[src/design/sha_pkg.sv]
`timescale 1ns / 1ps
// -----------------------------------------------------------------------------
// sha_pkg
// Shared types, round constants and mixing functions for the SHA-256/224 core.
// -----------------------------------------------------------------------------
package sha_pkg;

  localparam int unsigned WordW  = 32;
  localparam int unsigned CntW   = 61;
  localparam int unsigned NumCv  = 8;
  localparam int unsigned NumBuf = 16;
  localparam int unsigned NumRnd = 64;

  localparam logic [5:0] PosLast = 6'h3F;
  localparam logic [5:0] PosLen  = 6'd56;
  localparam logic [7:0] PadByte = 8'h80;
  localparam logic [2:0] MaxBytes = 3'd4;
  localparam logic [2:0] LastIdx256 = 3'd7;
  localparam logic [2:0] LastIdx224 = 3'd6;

  typedef enum logic [3:0] {
    StIdle,
    StByte,
    StPad80,
    StPadZero,
    StLen,
    StRound,
    StAdd,
    StEmit
  } state_e;

  typedef enum logic [1:0] {
    SrcData,
    SrcPad,
    SrcZero
  } byte_src_e;

  // Controller to datapath commands
  typedef struct packed {
    logic      cfg_we;
    logic      load_in;
    logic      wr_byte;
    byte_src_e byte_src;
    logic [1:0] byte_idx;
    logic      cap_len;
    logic      wr_len;
    logic      start_cmp;
    logic      round;
    logic [5:0] rnd;
    logic      add_chain;
    logic      reload_iv;
    logic [2:0] out_idx;
  } cmd_t;

  // Datapath to controller status
  typedef struct packed {
    logic pos_end;
    logic pos_len;
    logic variant;
  } status_t;

  function automatic logic [31:0] rotr(input logic [31:0] v, input int unsigned s);
    rotr = (v >> s) | (v << (32 - s));
  endfunction

  function automatic logic [31:0] big_s0(input logic [31:0] a);
    big_s0 = rotr(a, 2) ^ rotr(a, 13) ^ rotr(a, 22);
  endfunction

  function automatic logic [31:0] big_s1(input logic [31:0] e);
    big_s1 = rotr(e, 6) ^ rotr(e, 11) ^ rotr(e, 25);
  endfunction

  function automatic logic [31:0] small_s0(input logic [31:0] x);
    small_s0 = rotr(x, 7) ^ rotr(x, 18) ^ (x >> 3);
  endfunction

  function automatic logic [31:0] small_s1(input logic [31:0] y);
    small_s1 = rotr(y, 17) ^ rotr(y, 19) ^ (y >> 10);
  endfunction

  function automatic logic [31:0] init_value(input logic variant, input logic [2:0] i);
    logic [31:0] r;
    r = 32'h0;
    if (variant) begin
      unique case (i)
        3'd0: r = 32'hC1059ED8;
        3'd1: r = 32'h367CD507;
        3'd2: r = 32'h3070DD17;
        3'd3: r = 32'hF70E5939;
        3'd4: r = 32'hFFC00B31;
        3'd5: r = 32'h68581511;
        3'd6: r = 32'h64F98FA7;
        3'd7: r = 32'hBEFA4FA4;
        default: r = 32'h0;
      endcase
    end else begin
      unique case (i)
        3'd0: r = 32'h6A09E667;
        3'd1: r = 32'hBB67AE85;
        3'd2: r = 32'h3C6EF372;
        3'd3: r = 32'hA54FF53A;
        3'd4: r = 32'h510E527F;
        3'd5: r = 32'h9B05688C;
        3'd6: r = 32'h1F83D9AB;
        3'd7: r = 32'h5BE0CD19;
        default: r = 32'h0;
      endcase
    end
    return r;
  endfunction

  localparam logic [31:0] RoundK [64] = '{
    32'h428A2F98, 32'h71374491, 32'hB5C0FBCF, 32'hE9B5DBA5,
    32'h3956C25B, 32'h59F111F1, 32'h923F82A4, 32'hAB1C5ED5,
    32'hD807AA98, 32'h12835B01, 32'h243185BE, 32'h550C7DC3,
    32'h72BE5D74, 32'h80DEB1FE, 32'h9BDC06A7, 32'hC19BF174,
    32'hE49B69C1, 32'hEFBE4786, 32'h0FC19DC6, 32'h240CA1CC,
    32'h2DE92C6F, 32'h4A7484AA, 32'h5CB0A9DC, 32'h76F988DA,
    32'h983E5152, 32'hA831C66D, 32'hB00327C8, 32'hBF597FC7,
    32'hC6E00BF3, 32'hD5A79147, 32'h06CA6351, 32'h14292967,
    32'h27B70A85, 32'h2E1B2138, 32'h4D2C6DFC, 32'h53380D13,
    32'h650A7354, 32'h766A0ABB, 32'h81C2C92E, 32'h92722C85,
    32'hA2BFE8A1, 32'hA81A664B, 32'hC24B8B70, 32'hC76C51A3,
    32'hD192E819, 32'hD6990624, 32'hF40E3585, 32'h106AA070,
    32'h19A4C116, 32'h1E376C08, 32'h2748774C, 32'h34B0BCB5,
    32'h391C0CB3, 32'h4ED8AA4A, 32'h5B9CCA4F, 32'h682E6FF3,
    32'h748F82EE, 32'h78A5636F, 32'h84C87814, 32'h8CC70208,
    32'h90BEFFFA, 32'hA4506CEB, 32'hBEF9A3F7, 32'hC67178F2
  };

endpackage

[src/design/sha_ctrl.sv]
`timescale 1ns / 1ps
// -----------------------------------------------------------------------------
// sha_ctrl
// Sequencer: byte insertion, padding, 64-round compression and digest output.
// -----------------------------------------------------------------------------
module sha_ctrl (
  input  logic             clk_i,
  input  logic             rst_ni,
  input  logic             in_valid_i,
  output logic             in_ready_o,
  input  logic [2:0]       in_count_i,
  input  logic             in_last_i,
  input  logic             cfg_valid_i,
  output logic             cfg_ready_o,
  output logic             out_valid_o,
  input  logic             out_ready_i,
  output logic [2:0]       out_idx_o,
  output logic             out_last_o,
  output sha_pkg::cmd_t    cmd_o,
  input  sha_pkg::status_t status_i
);

  sha_pkg::state_e state_q, state_d, ret_q, ret_d, nxt;
  logic [1:0] k_q, k_d;
  logic [2:0] n_q, n_d;
  logic       last_q, last_d;
  logic [5:0] rnd_q, rnd_d;
  logic [2:0] idx_q, idx_d;
  logic [2:0] last_idx;
  logic [2:0] sat_count;

  assign last_idx  = status_i.variant ? sha_pkg::LastIdx224 : sha_pkg::LastIdx256;
  assign sat_count = (in_count_i > sha_pkg::MaxBytes) ? sha_pkg::MaxBytes : in_count_i;

  // Hold state and loop counters
  always_ff @(posedge clk_i or negedge rst_ni) begin
    if (!rst_ni) begin
      state_q <= sha_pkg::StIdle;
      ret_q   <= sha_pkg::StIdle;
      k_q     <= '0;
      n_q     <= '0;
      last_q  <= 1'b0;
      rnd_q   <= '0;
      idx_q   <= '0;
    end else begin
      state_q <= state_d;
      ret_q   <= ret_d;
      k_q     <= k_d;
      n_q     <= n_d;
      last_q  <= last_d;
      rnd_q   <= rnd_d;
      idx_q   <= idx_d;
    end
  end

  // Next state and commands
  always_comb begin
    state_d     = state_q;
    ret_d       = ret_q;
    k_d         = k_q;
    n_d         = n_q;
    last_d      = last_q;
    rnd_d       = rnd_q;
    idx_d       = idx_q;
    nxt         = sha_pkg::StIdle;
    cmd_o       = '0;
    cmd_o.byte_src = sha_pkg::SrcZero;
    cmd_o.rnd      = rnd_q;
    cmd_o.out_idx  = idx_q;
    in_ready_o  = 1'b0;
    cfg_ready_o = 1'b0;
    out_valid_o = 1'b0;

    unique case (state_q)
      sha_pkg::StIdle: begin
        cfg_ready_o = 1'b1;
        in_ready_o  = !cfg_valid_i;
        if (cfg_valid_i) begin
          cmd_o.cfg_we = 1'b1;
        end else if (in_valid_i) begin
          cmd_o.load_in = 1'b1;
          n_d    = sat_count;
          last_d = in_last_i;
          k_d    = '0;
          if (sat_count != 3'd0) begin
            state_d = sha_pkg::StByte;
          end else if (in_last_i) begin
            state_d = sha_pkg::StPad80;
          end
        end
      end
      sha_pkg::StByte: begin
        cmd_o.wr_byte  = 1'b1;
        cmd_o.byte_src = sha_pkg::SrcData;
        cmd_o.byte_idx = k_q;
        k_d = k_q + 2'd1;
        if (({1'b0, k_q} + 3'd1) == n_q) begin
          nxt = last_q ? sha_pkg::StPad80 : sha_pkg::StIdle;
        end else begin
          nxt = sha_pkg::StByte;
        end
        if (status_i.pos_end) begin
          cmd_o.start_cmp = 1'b1;
          ret_d   = nxt;
          rnd_d   = '0;
          state_d = sha_pkg::StRound;
        end else begin
          state_d = nxt;
        end
      end
      sha_pkg::StPad80: begin
        cmd_o.cap_len  = 1'b1;
        cmd_o.wr_byte  = 1'b1;
        cmd_o.byte_src = sha_pkg::SrcPad;
        if (status_i.pos_end) begin
          cmd_o.start_cmp = 1'b1;
          ret_d   = sha_pkg::StPadZero;
          rnd_d   = '0;
          state_d = sha_pkg::StRound;
        end else begin
          state_d = sha_pkg::StPadZero;
        end
      end
      sha_pkg::StPadZero: begin
        if (status_i.pos_len) begin
          state_d = sha_pkg::StLen;
        end else begin
          cmd_o.wr_byte  = 1'b1;
          cmd_o.byte_src = sha_pkg::SrcZero;
          if (status_i.pos_end) begin
            cmd_o.start_cmp = 1'b1;
            ret_d   = sha_pkg::StPadZero;
            rnd_d   = '0;
            state_d = sha_pkg::StRound;
          end
        end
      end
      sha_pkg::StLen: begin
        cmd_o.wr_len    = 1'b1;
        cmd_o.start_cmp = 1'b1;
        ret_d   = sha_pkg::StEmit;
        rnd_d   = '0;
        state_d = sha_pkg::StRound;
      end
      sha_pkg::StRound: begin
        cmd_o.round = 1'b1;
        rnd_d = rnd_q + 6'd1;
        if (rnd_q == sha_pkg::PosLast) begin
          state_d = sha_pkg::StAdd;
        end
      end
      sha_pkg::StAdd: begin
        cmd_o.add_chain = 1'b1;
        idx_d   = '0;
        state_d = ret_q;
      end
      sha_pkg::StEmit: begin
        out_valid_o = 1'b1;
        if (out_ready_i) begin
          idx_d = idx_q + 3'd1;
          if (idx_q == last_idx) begin
            cmd_o.reload_iv = 1'b1;
            state_d = sha_pkg::StIdle;
          end
        end
      end
      default: state_d = sha_pkg::StIdle;
    endcase
  end

  assign out_idx_o  = idx_q;
  assign out_last_o = (idx_q == last_idx);

endmodule

[src/design/sha_dp.sv]
`timescale 1ns / 1ps
// -----------------------------------------------------------------------------
// sha_dp
// Datapath: block buffer and schedule window, round unit, chaining value,
// byte counter and variant register.
// -----------------------------------------------------------------------------
module sha_dp (
  input  logic             clk_i,
  input  logic             rst_ni,
  input  logic [31:0]      in_word_i,
  input  logic             cfg_data_i,
  input  sha_pkg::cmd_t    cmd_i,
  output sha_pkg::status_t status_o,
  output logic [31:0]      digest_o
);

  logic [31:0] win_q [16];
  logic [31:0] v_q   [8];
  logic [31:0] cv_q  [8];
  logic [31:0] word_q;
  logic [60:0] cnt_q;
  logic [60:0] len_q;
  logic        var_q;

  logic [5:0]  pos;
  logic [7:0]  byte_val;
  logic [31:0] t1, t2, sched_new;

  assign pos = cnt_q[5:0];

  // Select the byte to insert
  always_comb begin
    unique case (cmd_i.byte_src)
      sha_pkg::SrcData: byte_val = word_q[(5'd31 - {cmd_i.byte_idx, 3'b000}) -: 8];
      sha_pkg::SrcPad:  byte_val = sha_pkg::PadByte;
      default:          byte_val = 8'h00;
    endcase
  end

  // Round and schedule arithmetic
  assign t1 = v_q[7] + sha_pkg::big_s1(v_q[4])
            + (v_q[6] ^ (v_q[4] & (v_q[5] ^ v_q[6])))
            + sha_pkg::RoundK[cmd_i.rnd] + win_q[0];
  assign t2 = sha_pkg::big_s0(v_q[0])
            + ((v_q[0] & v_q[1]) | (v_q[2] & (v_q[0] | v_q[1])));
  assign sched_new = sha_pkg::small_s1(win_q[14]) + win_q[9]
                   + sha_pkg::small_s0(win_q[1]) + win_q[0];

  // Block buffer and schedule window
  always_ff @(posedge clk_i) begin
    if (cmd_i.load_in) begin
      word_q <= in_word_i;
    end
    if (cmd_i.cap_len) begin
      len_q <= cnt_q;
    end
    if (cmd_i.wr_byte) begin
      win_q[pos[5:2]][(5'd31 - {pos[1:0], 3'b000}) -: 8] <= byte_val;
    end
    if (cmd_i.wr_len) begin
      win_q[14] <= len_q[60:29];
      win_q[15] <= {len_q[28:0], 3'b000};
    end
    if (cmd_i.round) begin
      for (int i = 0; i < 15; i++) begin
        win_q[i] <= win_q[i+1];
      end
      win_q[15] <= sched_new;
    end
    // Working variables
    if (cmd_i.start_cmp) begin
      for (int i = 0; i < 8; i++) begin
        v_q[i] <= cv_q[i];
      end
    end else if (cmd_i.round) begin
      v_q[0] <= t1 + t2;
      v_q[1] <= v_q[0];
      v_q[2] <= v_q[1];
      v_q[3] <= v_q[2];
      v_q[4] <= v_q[3] + t1;
      v_q[5] <= v_q[4];
      v_q[6] <= v_q[5];
      v_q[7] <= v_q[6];
    end
  end

  // Chaining value, byte counter and variant
  always_ff @(posedge clk_i or negedge rst_ni) begin
    if (!rst_ni) begin
      var_q <= 1'b0;
      cnt_q <= '0;
      for (int i = 0; i < 8; i++) begin
        cv_q[i] <= sha_pkg::init_value(1'b0, 3'(i));
      end
    end else begin
      if (cmd_i.cfg_we) begin
        var_q <= cfg_data_i;
        cnt_q <= '0;
        for (int i = 0; i < 8; i++) begin
          cv_q[i] <= sha_pkg::init_value(cfg_data_i, 3'(i));
        end
      end else if (cmd_i.reload_iv) begin
        cnt_q <= '0;
        for (int i = 0; i < 8; i++) begin
          cv_q[i] <= sha_pkg::init_value(var_q, 3'(i));
        end
      end else begin
        if (cmd_i.wr_byte) begin
          cnt_q <= cnt_q + 61'd1;
        end
        if (cmd_i.add_chain) begin
          for (int i = 0; i < 8; i++) begin
            cv_q[i] <= cv_q[i] + v_q[i];
          end
        end
      end
    end
  end

  assign status_o.pos_end = (pos == sha_pkg::PosLast);
  assign status_o.pos_len = (pos == sha_pkg::PosLen);
  assign status_o.variant = var_q;
  assign digest_o = cv_q[cmd_i.out_idx];

endmodule

[src/design/sha256_sha224_hash.sv]
`timescale 1ns / 1ps
// -----------------------------------------------------------------------------
// sha256_sha224_hash
// SHA-256 / SHA-224 hasher over a stream of big-endian message words.
// -----------------------------------------------------------------------------
// Channel   Direction  Payload
// s_axis    in         tdata: data_word, tuser: byte_count, tlast: last_item
// m_axis    out        tdata: digest_word, tuser: word_index, tlast: last_word
// cfg       in         cfg_data_i: variant_224
//
// A word is accepted while idle, then its valid bytes are inserted one at a time.
// Each full block runs 64 rounds on the one round unit, then one add.
// A last word pads byte by byte (up to 64 pad bytes, then the length is placed in
// the last two words), runs one or two blocks,
// then presents 8 (or 7) digest words, one per accepted output request.
// After reset the SHA-256 initial values are loaded; no clearing pass.
// Output stalls hold the block; input is taken only while idle.
// -----------------------------------------------------------------------------
module sha256_sha224_hash (
  input  logic        clk_i,
  input  logic        rst_ni,
  input  logic        s_axis_tvalid,
  output logic        s_axis_tready,
  input  logic [31:0] s_axis_tdata,   // [31:0] data_word
  input  logic [2:0]  s_axis_tuser,   // [2:0] byte_count
  input  logic        s_axis_tlast,
  output logic        m_axis_tvalid,
  input  logic        m_axis_tready,
  output logic [31:0] m_axis_tdata,   // [31:0] digest_word
  output logic [2:0]  m_axis_tuser,   // [2:0] word_index
  output logic        m_axis_tlast,
  input  logic        cfg_valid_i,
  output logic        cfg_ready_o,
  input  logic        cfg_data_i
);

  sha_pkg::cmd_t    cmd;
  sha_pkg::status_t status;

  sha_ctrl u_ctrl (
    .clk_i       (clk_i),
    .rst_ni      (rst_ni),
    .in_valid_i  (s_axis_tvalid),
    .in_ready_o  (s_axis_tready),
    .in_count_i  (s_axis_tuser),
    .in_last_i   (s_axis_tlast),
    .cfg_valid_i (cfg_valid_i),
    .cfg_ready_o (cfg_ready_o),
    .out_valid_o (m_axis_tvalid),
    .out_ready_i (m_axis_tready),
    .out_idx_o   (m_axis_tuser),
    .out_last_o  (m_axis_tlast),
    .cmd_o       (cmd),
    .status_i    (status)
  );

  sha_dp u_dp (
    .clk_i      (clk_i),
    .rst_ni     (rst_ni),
    .in_word_i  (s_axis_tdata),
    .cfg_data_i (cfg_data_i),
    .cmd_i      (cmd),
    .status_o   (status),
    .digest_o   (m_axis_tdata)
  );

endmodule

[config.mk]
export PLATFORM = sky130hd
export DESIGN_NAME = sha256_sha224_hash
export DESIGN_NICKNAME = d
export VERILOG_FILES = /design/src/design/sha_pkg.sv /design/src/design/sha_ctrl.sv /design/src/design/sha_dp.sv /design/src/design/sha256_sha224_hash.sv
export SDC_FILE = /design/constraint.sdc
export NUM_CORES = 2
export LEC_CHECK = 0
export ABC_AREA = 0
export BUFFER_PORTS_ARGS = -buffer_cell sky130_fd_sc_hd__buf_2
export CAP_MARGIN = 20
export CORE_MARGIN = 1.5
export CORE_UTILIZATION = 59
export CTS_CLUSTER_SIZE = 40
export DETAILED_ROUTE_END_ITERATION = 10
export PLACE_DENSITY = 0.78
export SYNTH_ARGS = -nofsm -noshare
export SYNTH_HDL_FRONTEND = slang
export SYNTH_SLANG_ARGS = --single-unit
[constraint.sdc]
create_clock -name clk_i -period 13.64 [get_ports clk_i]
set_input_delay 0.682 -clock clk_i [delete_from_list [all_inputs] [get_ports clk_i]]
set_output_delay 0.682 -clock clk_i [all_outputs]
set_load 0.02 [all_outputs]
# ---- Word level (Yosys, flattened, before mapping)
# Memories as Yosys holds them, arrays and structs flattened.
# Index checks and enable logic that the tools add are counted.
dict set report totals {
  ff_bits 434
  latch_bits 0
  ramBits 768
  rom_bits 2048
  in_bits 42
  output_inout_bits 39
  elab_cells 231
  memories 3
}
# memory words word_bits read_ports rd_clocked_by_memory_dff wr line
set mem_list {}
lappend mem_list {{(no name shown)} 64 32 1 0 0 sha_dp.sv:43} ;# + sha_pkg::RoundK[cmd_i.rnd] + win_q[0];
lappend mem_list {u_dp.win_q 16 32 16 0 16 sha_dp.sv:17} ;# logic [31:0] win_q [16];
lappend mem_list {u_dp.v_q 8 32 8 0 8 sha_dp.sv:18} ;# logic [31:0] v_q [8];
dict set report op_classes {
  add_sub_neg 26
  mul 0
  div 0
  n_lt_le_gt_ge 3
  n_eq_ne 22
  n_shift 3
  n_mux 99
  n_bitwise 38
  reduce_logical 18
}
# op n
set ops {}
lappend ops {{$mux 32} 27}
lappend ops {{$mux 256} 3}
lappend ops {{$add 32x32->32} 18}
lappend ops {{$xor 32x32->32} 8}
lappend ops {{$mux 61} 3}
lappend ops {{$mux 31} 4}
lappend ops {{$and 32x32->32} 3}
lappend ops {{$bmux 32 s3} 1}
lappend ops {{$or 32x32->32} 2}
lappend ops {{$add 61x1->61 const B} 1}
lappend ops {{$mux 4} 15}
lappend ops {{$mux 28} 2}
lappend ops {{$shift 8x7->39 const A} 1}
lappend ops {{$shiftx 39x6->8} 1}
lappend ops {{$shiftx 8x7->39} 1}
lappend ops {{$or 10x32->32} 1}
lappend ops {{$or 13x32->32} 1}
lappend ops {{$or 14x32->32} 1}
lappend ops {{$or 15x32->32} 1}
lappend ops {{$or 19x32->32} 1}
lappend ops {{$or 21x32->32} 1}
lappend ops {{$or 25x32->32} 1}
lappend ops {{$or 26x32->32} 1}
lappend ops {{$or 30x32->32} 1}
lappend ops {{other kinds (49)} 110}

# ---- Logic depth before layout (Yosys ltp)
# An unclocked memory read counts as a cell.
dict set report logic_depth {
  ltp_word 10
  mapped_depth 38
  ltp_nobuf 37
}

# ---- Cells and area by module
# A second synthesis with hierarchy kept.
dict set report unflattened {
  cells_unflattened 7875
  hier_area_um2 77840.9
}
# module n_inst cells_each area_each_um2
set modules_own_cells {}
lappend modules_own_cells {sha_dp 1 7723 76464.6}
lappend modules_own_cells {sha_ctrl 1 152 1376.3}

# ---- Least setup slack after synthesis
# Ideal clock, no wire load.
dict set report synth_timing {
  path_type {reg-to-reg}
  startpoint {register u_dp.cnt_q[2]}
  endpoint {register u_ctrl.rnd_q[5]}
  arrival_ps 14044
  path_slack_ps -482
  path_stages_with_launch 10
  path_buffers 1
  path_cell_list {dfrtp_1 -> and2_1 -> clkbuf_1 -> nand4_1 -> nor2_1 -> nor2_1 -> nor2_1 -> nand3_1 -> or3_1 -> a21oi_1}
}
dict set report synth_between {
  elab_chain_cells 4
  word_cells_on_any_way 7
  classes_between {3 x eq/ne; 3 x mux; 1 x reduce/logical}
}
# element line
set synth_lines {}
lappend synth_lines {{start, declared} sha_dp.sv:21} ;# logic [60:0] cnt_q;
lappend synth_lines {{start signal, assigned} sha_dp.sv:109} ;# cnt_q <= cnt_q + 61'd1;
lappend synth_lines {{$eq 6x6->1} sha_dp.sv:120} ;# assign status_o.pos_end = (pos == sha_pkg::PosLast);
lappend synth_lines {{$mux 6 (2 in a row)} n/a}
lappend synth_lines {{$pmux 6 s4} n/a}
lappend synth_lines {{end signal, assigned} sha_ctrl.sv:51} ;# rnd_q <= rnd_d;
lappend synth_lines {{end, declared} sha_ctrl.sv:27} ;# logic [5:0] rnd_q, rnd_d;
# Several ways; a longest one is shown, not always the timed one. The select of a mux whose other input is x is not followed.
# A chain may end at the register's enable or synchronous reset.

==> results.txt <==
- The flow ran to the end, and the final reports show no timing, DRC or antenna violations.
* Worst reg-to-reg path cell count: 34
* DRT Wirelength: 271 mm
- Across the VDD grid, the largest voltage drop is 0.000130 V.
- The first routing iteration left 7689 violations.
- Across all hold checks on the routed design, the worst slack comes to 59.7 ps.
- Area of the placeable core: 0.131 sq mm
- Net count, final: 8322
- Leaving out fill and tap cells, the most frequent cell in the layout is sky130_fd_sc_hd__nand2_1.
- Startpoint of the most critical register-to-register path: u_ctrl.rnd_q[1]
- Critical-path cell with the highest stage delay: sky130_fd_sc_hd__ha_1
- Placed instance count: 9268
- Post-layout minimum cycle time: 10470 ps
* Post-route fraction of the period consumed by the critical path: 0.768
- FF-to-FF End: u_dp.v_q[0][31]
* TritonCTS clock tree: done
- The Yosys step of the flow raised 0 warnings.
* Launch point of the worst path: u_ctrl.rnd_q[1]
* Site row count: 133
* Critical path fanouts, max: 19
- Initial core utilization: 0.595
- H-tree depth reported by CTS: 4
- 81 I/O pins were placed.
* Clock sink count: 1200
* Number of cells upsized or downsized after cts: 0
- The number of max-slew violations in the final report is 0.
- Summing every instance area after synthesis gives 0.0783 sq mm.
- Buffers inserted to repair hold after CTS numbered 1.
- Cell area after layout: 0.0852 sq mm
- Clock tree synthesis selected as its root buffer the cell sky130_fd_sc_hd__clkbuf_16.
- Synthesized flop and latch total: 1200
- Overall track demand over capacity in global routing: 0.397
- The die covers 0.135 sq mm.
- After clock tree synthesis, the setup repair step added 0 buffers.
* Reg2Reg Setup Slack: 3170 ps
- Area added between synthesis and finish: 8.88%
- The via count of the first global-routing pass came to 61800.
- Area used by sequential logic in the layout: 0.0345 sq mm
- STA puts the critical path data arrival time at 10970 ps.
- In the final layout, the share of cells above drive strength 1 is 0.102.
- Max-cap violations: 0
- The count of cells in the finished layout, fillers not included, comes to 9556.
- Number of optimization iterations in the first detailed-route pass: 9
* Setup TNS: 0 ps
- Commonest non-fill, non-tap cells in the layout: sky130_fd_sc_hd__nand2_1, sky130_fd_sc_hd__edfxtp_1, sky130_fd_sc_hd__a21o_1
- Routability-driven placement finished with a final weighted congestion of 1.04.
* Worst setup EP type: flop
- Once detail routing completed, the nets flagged for antenna violations numbered 0.
- Averaged over all synthesized cells, the footprint is 10.1 sq um.
- Setup repair after global routing left no endpoint under its margin.
* Largest net degree at the start of global routing: 156
- The final route contains 63500 vias.
* Number of nets produced by synthesis: 8355
- Via density: 6.65
* Number of setup violations in the final report: 0
- Count of flip-flops with a built-in enable after synthesis: 861
- Summing all multi-input logic gate instances after layout gives 0.0412 sq mm.
* Highest attainable clock frequency: 0.0955 GHz
- The clock arrives with 34.3 ps of skew.
- In this design, the stage delay of the slowest critical-path cell is 990 ps.
- Hold Vio Cnt, Final: 0
* Capturing instance or port of the critical path: u_dp.v_q[0][31]
* Vert. Die Dim: 367 um
- At the pin with the least slew margin, the transition time is 1240 ps.
* Unique cell type count in the Yosys netlist: 92
- Headroom to the max-slew limit came out at 0.166.
* Die X-Extent: 367 um
- In this run the worst hold path is classified as input pin to flop.
- PortBufs: 80
- Worst EP required: 14140 ps
* Critical path type: flop to flop
- TritonCTS Buffers: 133
- For this run the aggregate overflow at the end of global routing stands at 0.
- DR WL/cell: 28.4 um
* Post-detailed-route DRC marker count: 0
- Cell leakage power: 36.7 nW
- Fill cells in the final layout number 10200.
- The later pin in the worst-skew pair is clocked with a latency of 800 ps.
- The number of antenna violations at the first check in global routing is 8.
- STA classifies the critical path startpoint as a flop.
- Summed over all nets, the half-perimeter wirelength after detailed placement is 197 mm.
- Clk buf depth: 3
- Number of cells produced by synthesis: 7722
* Share of async-settable or async-resettable flops after synthesis: 0.283
* Cell area after placement: 0.0804 sq mm
- In the synthesized netlist the dominant register cell turns out to be sky130_fd_sc_hd__edfxtp_1.
* Global-route wire length before repair: 398 mm
- Dividing total power by cell area gives a power density of 89.6 mW/mm^2.
* Clock-pin slew on the worst setup and hold paths: 60 ps
* Sequential cell area fraction in the yosys report: 0.441
[kinds of logic (layout without fill, tap and decap cells)]
| family | after synthesis | count (layout) | share of synthesized area |
|---|---|---|---|
| compound gates | 2269 | 2269 | 0.184 |
| mux | 196 | 196 | 0.0381 |
| flops | 1200 | 1200 | 0.441 |
| xor+xnor | 597 | 597 | 0.0668 |
| buf+inv | 706 | 779 | 0.0340 |
| other cells | 0 | 6 | 0 |
| fa+ha+maj | 614 | 614 | 0.116 |
| simple gates | 2140 | 2140 | 0.120 |
[worst min-delay path by stage]
stage,to,cells after the start,slack (ps),from
6_report,u_dp.word_q[12],1,60,s_axis_tdata[12]
5_1_grt,u_dp.word_q[9],1,40,s_axis_tdata[9]
4_1_cts,u_dp.word_q[7],1,30,s_axis_tdata[7]
3_5_place_dp,u_dp.len_q[42],0,460,u_dp.cnt_q[42]
3_3_place_gp,u_dp.len_q[42],0,460,u_dp.cnt_q[42]
2_1_floorplan,u_ctrl.k_q[0],0,390,rst_ni
[routing by layer]
metal  vias up  GRT usage  share of wire
li1      27800          -              -
met1     31100      0.486           0.36
met2      3701      0.634           0.46
met3       907     0.0742          0.096
met4         6      0.287          0.084
met5         -          0        0.00015
[state kept, by name (all words and copies together) (netlist names)]
register,cells
u_ctrl.k_q,2
u_dp.var_q,1
u_dp.cnt_q,61
u_ctrl.n_q,3
u_dp.cv_q,256
u_ctrl.state_q,3
u_ctrl.ret_q,3
u_dp.win_q,512
u_dp.len_q,61
u_ctrl.out_idx_o,3
u_ctrl.rnd_q,6
u_dp.v_q,256
u_dp.word_q,32
u_ctrl.last_q,1
[critical path: cells and delay by family, from the launching register on]
| kind | cells | cell delay, ps |
|---|---|---|
| fa+ha+maj | 7 | 3360 |
| simple gates | 7 | 1700 |
| xor+xnor | 2 | 550 |
| flops | 1 | 780 |
| compound gates | 14 | 2950 |
| buf+inv | 4 | 800 |
[report_power, final]
part / switching, mW / internal, mW
sequential: 0 / 3.87
clock: 1.59 / 2.14
combinational: 0.0269 / 0.00591
total: 1.62 / 6.02
[through the flow]
stage / setup WS [ps] / util / power [mW]
3_5_place_dp: 3310 / 0.612 / 3.98
2_1_floorplan: 4230 / - / 3.95
3_3_place_gp: 3250 / 0.611 / 3.98
5_1_grt: 2600 / 0.648 / 7.79
4_1_cts: 3220 / 0.646 / 7.66
6_report: 3170 / 0.648 / 7.64
[cell type report]
cell class / count / share of cell area
tap: 1755 / 0.0258
clock buffer: 189 / 0.0443
clock inverter: 52 / 0.00799
antenna: 6 / 0.000176
sequential: 1200 / 0.405
inverter: 276 / 0.0122
multi-input combinational: 5816 / 0.484
timing repair buffer: 262 / 0.0206
[cells in the mapped netlist, types with 14 or more instances]
| cell type | instances | area (sq um) |
|---|---|---|
| sky130_fd_sc_hd__o21ai_1 | 20 | 100 |
| sky130_fd_sc_hd__nor2_1 | 428 | 1610 |
| sky130_fd_sc_hd__dfrtp_1 | 203 | 5080 |
| sky130_fd_sc_hd__o211ai_1 | 30 | 225 |
| sky130_fd_sc_hd__maj3_1 | 23 | 230 |
| sky130_fd_sc_hd__o21bai_1 | 49 | 368 |
| sky130_fd_sc_hd__o21a_1 | 60 | 450 |
| sky130_fd_sc_hd__dfstp_2 | 136 | 3570 |
| sky130_fd_sc_hd__o22ai_1 | 64 | 400 |
| sky130_fd_sc_hd__o21ai_0 | 559 | 2800 |
| sky130_fd_sc_hd__or3_1 | 50 | 313 |
| sky130_fd_sc_hd__nand3_1 | 145 | 726 |
| sky130_fd_sc_hd__a311oi_1 | 18 | 158 |
| sky130_fd_sc_hd__xor2_1 | 222 | 1940 |
| sky130_fd_sc_hd__o31ai_1 | 35 | 263 |
| sky130_fd_sc_hd__mux2_2 | 54 | 608 |
| sky130_fd_sc_hd__clkbuf_1 | 379 | 1420 |
| sky130_fd_sc_hd__mux2i_1 | 66 | 661 |
| sky130_fd_sc_hd__a22o_1 | 14 | 123 |
| sky130_fd_sc_hd__nand4_1 | 33 | 206 |
| sky130_fd_sc_hd__buf_1 | 46 | 173 |
| sky130_fd_sc_hd__ha_1 | 396 | 4950 |
| sky130_fd_sc_hd__or2_2 | 25 | 156 |
| sky130_fd_sc_hd__a31oi_1 | 58 | 363 |
| sky130_fd_sc_hd__nor3_1 | 131 | 656 |
| sky130_fd_sc_hd__inv_1 | 270 | 1010 |
| sky130_fd_sc_hd__a21oi_1 | 535 | 2680 |
| sky130_fd_sc_hd__nand2b_1 | 57 | 357 |
| sky130_fd_sc_hd__edfxtp_1 | 861 | 25900 |
| sky130_fd_sc_hd__a21boi_0 | 21 | 158 |
| sky130_fd_sc_hd__xnor2_1 | 375 | 3280 |
| sky130_fd_sc_hd__a21o_1 | 583 | 4380 |
| sky130_fd_sc_hd__a211oi_1 | 58 | 435 |
| sky130_fd_sc_hd__nor2b_1 | 47 | 294 |
| sky130_fd_sc_hd__and2_1 | 27 | 169 |
| sky130_fd_sc_hd__mux4_2 | 76 | 1710 |
| sky130_fd_sc_hd__nand2_1 | 1089 | 4090 |
| sky130_fd_sc_hd__nor4_1 | 14 | 87.6 |
| sky130_fd_sc_hd__fa_1 | 195 | 3900 |
| sky130_fd_sc_hd__and3_1 | 38 | 238 |
Note: power is estimated with default switching activity, not from simulation.
